<file path="config.mk">
export PLATFORM = sky130hd
export DESIGN_NAME = rsqh_div
export DESIGN_NICKNAME = d
export VERILOG_FILES = /design/src/hdl/rsqh_pkg.sv /design/src/hdl/rsqh_div.sv
export SDC_FILE = /design/constraint.sdc
export NUM_CORES = 2
export LEC_CHECK = 0
export ABC_CLOCK_PERIOD_IN_PS = 9700
export BUFFER_PORTS_ARGS = -buffer_cell sky130_fd_sc_hd__buf_2
export CAP_MARGIN = 5
export CELL_PAD_IN_SITES_DETAIL_PLACEMENT = 0
export CELL_PAD_IN_SITES_GLOBAL_PLACEMENT = 1
export CORE_MARGIN = 1.5
export CORE_UTILIZATION = 54
export DETAILED_ROUTE_END_ITERATION = 10
export GPL_ROUTABILITY_DRIVEN = 0
export PLACE_DENSITY_LB_ADDON = 0.12
export SYNTH_ARGS = -nofsm -noshare
export SYNTH_HDL_FRONTEND = slang
export SYNTH_SLANG_ARGS = --single-unit
</file>
<file path="constraint.sdc">
create_clock -name clk -period 9.7 [get_ports clk]
set_input_delay 1.94 -clock clk [delete_from_list [all_inputs] [get_ports clk]]
set_output_delay 1.94 -clock clk [all_outputs]
set_load 0.01 [all_outputs]
</file>
<file path="src/hdl/rsqh_pkg.sv">
`default_nettype none
package rsqh_pkg;

  localparam int FRAC_BITS_DEF = 16;

  localparam int ORG_W  = 32;
  localparam int DIR_W  = 18;
  localparam int UV_W   = 17;
  localparam int DIST_W = 31;

  // quotient bits produced by each divider, one per stage
  localparam int QUO_W = 31;

  localparam logic [UV_W-1:0]   UV_MAX   = '1;
  localparam logic [DIST_W-1:0] DIST_MAX = '1;

endpackage
`default_nettype wire

</file>
<file path="src/hdl/rsqh_div.sv">
`default_nettype none
module rsqh_div import rsqh_pkg::*; #(
  parameter int NW = FRAC_BITS_DEF + 35,
  parameter int DW = 19,
  parameter int QW = QUO_W
) (
  input  wire logic          clk,
  input  wire logic [NW-1:0] num,
  input  wire logic [DW-1:0] den,
  output logic      [QW-1:0] quo
);

  // restoring division, one quotient bit per stage, msb first;
  // caller keeps num below den << QW
  localparam int CW = (NW > DW + QW) ? NW : DW + QW;

  logic [NW-1:0] rem_r [QW];
  logic [DW-1:0] den_r [QW];
  logic [QW-1:0] quo_r [QW];

  for (genvar k = 0; k < QW; k++) begin : g_stage
    logic [NW-1:0] rem_in;
    logic [DW-1:0] den_in;
    logic [QW-1:0] quo_in;
    logic [CW-1:0] sh;
    logic          ge;

    if (k == 0) begin : g_first
      assign rem_in = num;
      assign den_in = den;
      assign quo_in = '0;
    end else begin : g_next
      assign rem_in = rem_r[k-1];
      assign den_in = den_r[k-1];
      assign quo_in = quo_r[k-1];
    end

    assign sh = CW'(den_in) << (QW - 1 - k);
    assign ge = CW'(rem_in) >= sh;

    always_ff @(posedge clk) begin
      rem_r[k] <= ge ? NW'(CW'(rem_in) - sh) : rem_in;
      den_r[k] <= den_in;
      quo_r[k] <= ge ? (quo_in | (QW'(1) << (QW - 1 - k))) : quo_in;
    end
  end

  assign quo = quo_r[QW-1];

endmodule
`default_nettype wire

</file>
**Yosys cells after proc, flatten, opt, wreduce, memory -nomap -nowiden**

Memory sizes are Yosys's and may differ from the RTL's.
Cells that the tools add are included.

- Memories: 3
- Bits of input ports: 71
- Register bits: 0
- Memory bits (writable): 3131
- Word-level logic and storage cells: 127
- Output and inout bits: 31

- Add/sub/neg operators: 31
- Magnitude comparators: 31
- Muxes and demuxes: 62

Memory list:

| memory | depth | width | rd ports | clocked after memory_dff | write ports | RTL line | source |
|---|---|---|---|---|---|---|---|
| rem_r | 31 | 51 | 30 | 0 | 31 | rsqh_div.sv:17 | `logic [NW-1:0] rem_r [QW];` |
| quo_r | 31 | 31 | 31 | 0 | 31 | rsqh_div.sv:19 | `logic [QW-1:0] quo_r [QW];` |
| den_r | 31 | 19 | 30 | 0 | 31 | rsqh_div.sv:18 | `logic [DW-1:0] den_r [QW];` |

Operator list:

| cell | count |
|---|---|
| $mux 51 | 31 |
| $ge 51x19->1 | 1 |
| $ge 51x20->1 | 1 |
| $ge 51x21->1 | 1 |
| $ge 51x22->1 | 1 |
| $ge 51x23->1 | 1 |
| $ge 51x24->1 | 1 |
| $ge 51x25->1 | 1 |
| $ge 51x26->1 | 1 |
| $ge 51x27->1 | 1 |
| $ge 51x28->1 | 1 |
| $ge 51x29->1 | 1 |
| $ge 51x30->1 | 1 |
| $ge 51x31->1 | 1 |
| $ge 51x32->1 | 1 |
| $ge 51x33->1 | 1 |
| $ge 51x34->1 | 1 |
| $ge 51x35->1 | 1 |
| $ge 51x36->1 | 1 |
| $ge 51x37->1 | 1 |
| $ge 51x38->1 | 1 |
| $ge 51x39->1 | 1 |
| $ge 51x40->1 | 1 |
| $ge 51x41->1 | 1 |
| other kinds (70) | 70 |

**Longest topological paths before layout**

An unclocked memory read counts as a cell.

- Depth in word-level cells: 3
- Mapped depth: 14
- Mapped depth without buffers: 13

**Worst setup path after synthesis**

No wires, ideal clock.

- Kind: input port to flip-flop
- Start point: input port den[1]
- End point: memory rem_r[0][35] (netlist bit)
- Buffers on the path: 2
- Stages: 12
- Path slack: 5.261 ns
- Library setup time: 0.132 ns
- Required time: 9.568 ns
- Data arrival time: 4.307 ns
- Path through: inv_1 ha_1 nor2b_1 o211ai_1 a21o_1 a21oi_1 o31ai_1 o21a_1 o2111ai_1 clkbuf_1 buf_1 a21oi_1

RTL lines:

| element | RTL line | source |
|---|---|---|
| from (decl) | rsqh_div.sv:9 | `input wire logic [DW-1:0] den,` |
| to (decl) | rsqh_div.sv:17 |  |

==> results.ini <==
[status]
status=complete, no violations

[yosys]
ys_warn_count=0
synth_cell_types=87
syn_avg_cell_area_um2=9.99
synth_nets=10700
async_flop_share=0
synthCells=9962
synth_edf_count=0
syn-cell-area_um2=99500
synth_ff_type=dfxtp_1
seq_area_frac_synth=0.522
ys_ff_latch=2596

[floorplan]
core-area_um2=183000
initial_utilization=0.544
die_area_um2=187000
die_y_um=432
io_pins=102
die_x_um=432
rows=157

[pwr]
swShare=0.349
combPwrFrac=0.333
p_int_mw=26.0
p_switching_mw=13.9
powerDensity_nw_per_um2=356
leakage_nw=48.1
p_total_mw=39.9
power_frac_clock=0.268
seqPwrFrac=0.399
ir_drop_uv=216

[finish]
final_layout_size_suffix_gt1_frac=0.0772
final_cell_mix=dfxtp_1, inv_1, nor2_1
final_common_cell=dfxtp_1
nNetsFinal=10900
nFillCells=15400
area_growth_pct=12.6

[drt]
wl_per_cell_um=18.7
drt-vias-per-instance=5.46
num_vias=70100
first_pass_iters=6
drt_iter0_drc=4067
routed_wl_mm=240
drcViolationCount=0
postRouteAntennaNets=0

[clock_network]
clk_latency_ns=0.91
cts.repair.resized=0
h-tree-depth=5
cts_hold_buf=0
clock_sinks=2596
clk_pin_slew_ns=0.06
root_buffer=clkbuf_16
clockBufferDepth=4
postCtsSetupBuffers=0
cts-buffers-inserted=278
cts_tree=done

[setup_path]
cp_slowest_cell=a21oi_4
critical_path_arrival_ns=5.04
ff2ff_setup_slack_ns=5.47
r2r_start=den_r[22][15]
reg2reg_depth=11
crit_required_ns=10.51
end_kind=register
cpPeakStageDelay_ns=0.82
critPathKind=reg -> reg
r2r-end=rem_r[5][201]
crit_chain=inv_1, ha_1, nand4_1, nor4_1, and4_1, nor3_1, a21oi_4, nand4_1, or2_2, nor4_1, xor2_1
cp_max_fo=39
cp-start-kind=register

[timing]
tightest_slew_ns=1.27
rsz0062_at_grt=no
timing.setup.tns_ns=0
fin_skew_ns=0.0478
drv_slew=0
setup_viol=0
max_freq_ghz=0.236
post-route-min-period_ns=4.23
fin_crit_sh=0.436
relSlewSlack=0.139
timing.final.hold_violations=0

[place]
io_buffers=101
dp_hpwl_mm=185

[hold_path]
hp-start=quo_r[23][14]
holdPathEnd=quo_r[24][14]
holdPathStages=0
hold_class=reg -> reg

[global_routing]
grt_first_pass_wirelength_mm=379
grt_max_degree=47
grt_pass1_vias=69600
gr-usage-all-layers=0.254
antenna_found_initial=6
grt_overflow=0

[flow_run]
drv_cap=0

## power groups by stage
stage | clock, mW | sequential [mW] | combinational, mW
3_5_place_dp | 0 | 16.1 | 13.1
6_report | 10.7 | 15.9 | 13.3
5_1_grt | 11.4 | 16.2 | 14.9
3_3_place_gp | 0 | 16.1 | 13.0
2_1_floorplan | 0 | 15.0 | 10.4
4_1_cts | 10.9 | 15.9 | 13.3
## worst max-delay path, delay by kind of cell, from the launching register on
family                     cells  cell delay [ns]
and+or+nand+nor                7             2.13
DFF                            1             0.49
buffers and inverters          1             0.08
AOI/OAI and AO/OA              1             0.82
adders and majority gates      1             0.42
xor gates and xnor gates       1             0.17
## Yosys cell counts (173+ instances only)
cell type,instances,area share
dfxtp_1,2596,0.52
inv_1,762,0.029
nor2_1,668,0.025
a21oi_1,613,0.031
nand2_1,608,0.023
ha_1,589,0.074
o21ai_0,495,0.025
xnor2_1,467,0.041
xor2_1,443,0.039
nor3_1,263,0.013
nor4_1,237,0.015
a21o_1,219,0.017
nand3_1,173,0.0087
## worst max path at each step
stage	startpoint	end	slack (ns)	cells after the start
floorplan	den[1]	rem_r[0][35]	5.26	12
global placement	den[1]	rem_r[0][46]	4.87	12
detailed placement	den[1]	rem_r[0][38]	4.84	12
CTS	den_r[17][4]	rem_r[4][117]	5.51	10
global route	den_r[22][15]	rem_r[5][197]	5.19	11
finish	den_r[22][15]	rem_r[5][201]	5.47	11
## routing by layer
metal / GRT usage / wire length [µm]
met1: 0.295 / 98700
met2: 0.474 / 124000
met3: 0.0304 / 8490
met4: 0.0965 / 8620
met5: 0 / 0
## final cells by class
class	count	area, µm²	area share
repair buffers	130	723	0.00645
multi-input cells	6416	44100	0.393
flip-flops and latches	2596	52000	0.464
clock inverters	98	1360	0.0121
inverters	764	2870	0.0256
well taps	2464	3080	0.0275
clock buffers	376	7990	0.0712
diodes	1	2.50	0.0000223
## logic make-up after synthesis
| family | synth area share |
|---|---|
| XOR/XNOR | 0.0801 |
| AND/OR/NAND/NOR | 0.144 |
| AO/OA/AOI/OAI | 0.123 |
| flip-flops | 0.522 |
| adder cells (fa/ha/maj) | 0.0801 |
| buffers and inverters | 0.0359 |
| multiplexers | 0.0152 |
## registers in the layout (all words and copies together) (netlist names)
name / flops
rem_r: 1530
quo_r: 496
den_r: 570
## through the flow
step | cells | hold slack [ns] | cell area, µm² | utilization | worst slack (ns)
3_3_place_gp | 12400 | 0.310 | 103000 | 0.561 | 4.87
6_report | 12800 | 0.301 | 112000 | 0.612 | 5.47
3_5_place_dp | 12400 | 0.312 | 103000 | 0.561 | 4.84
4_1_cts | 12800 | 0.294 | 112000 | 0.612 | 5.51
5_1_grt | 12800 | 0.301 | 112000 | 0.612 | 5.19
2_1_floorplan | 9962 | 0.310 | 99500 | - | 5.26
(Power assumes the default switching activity.)
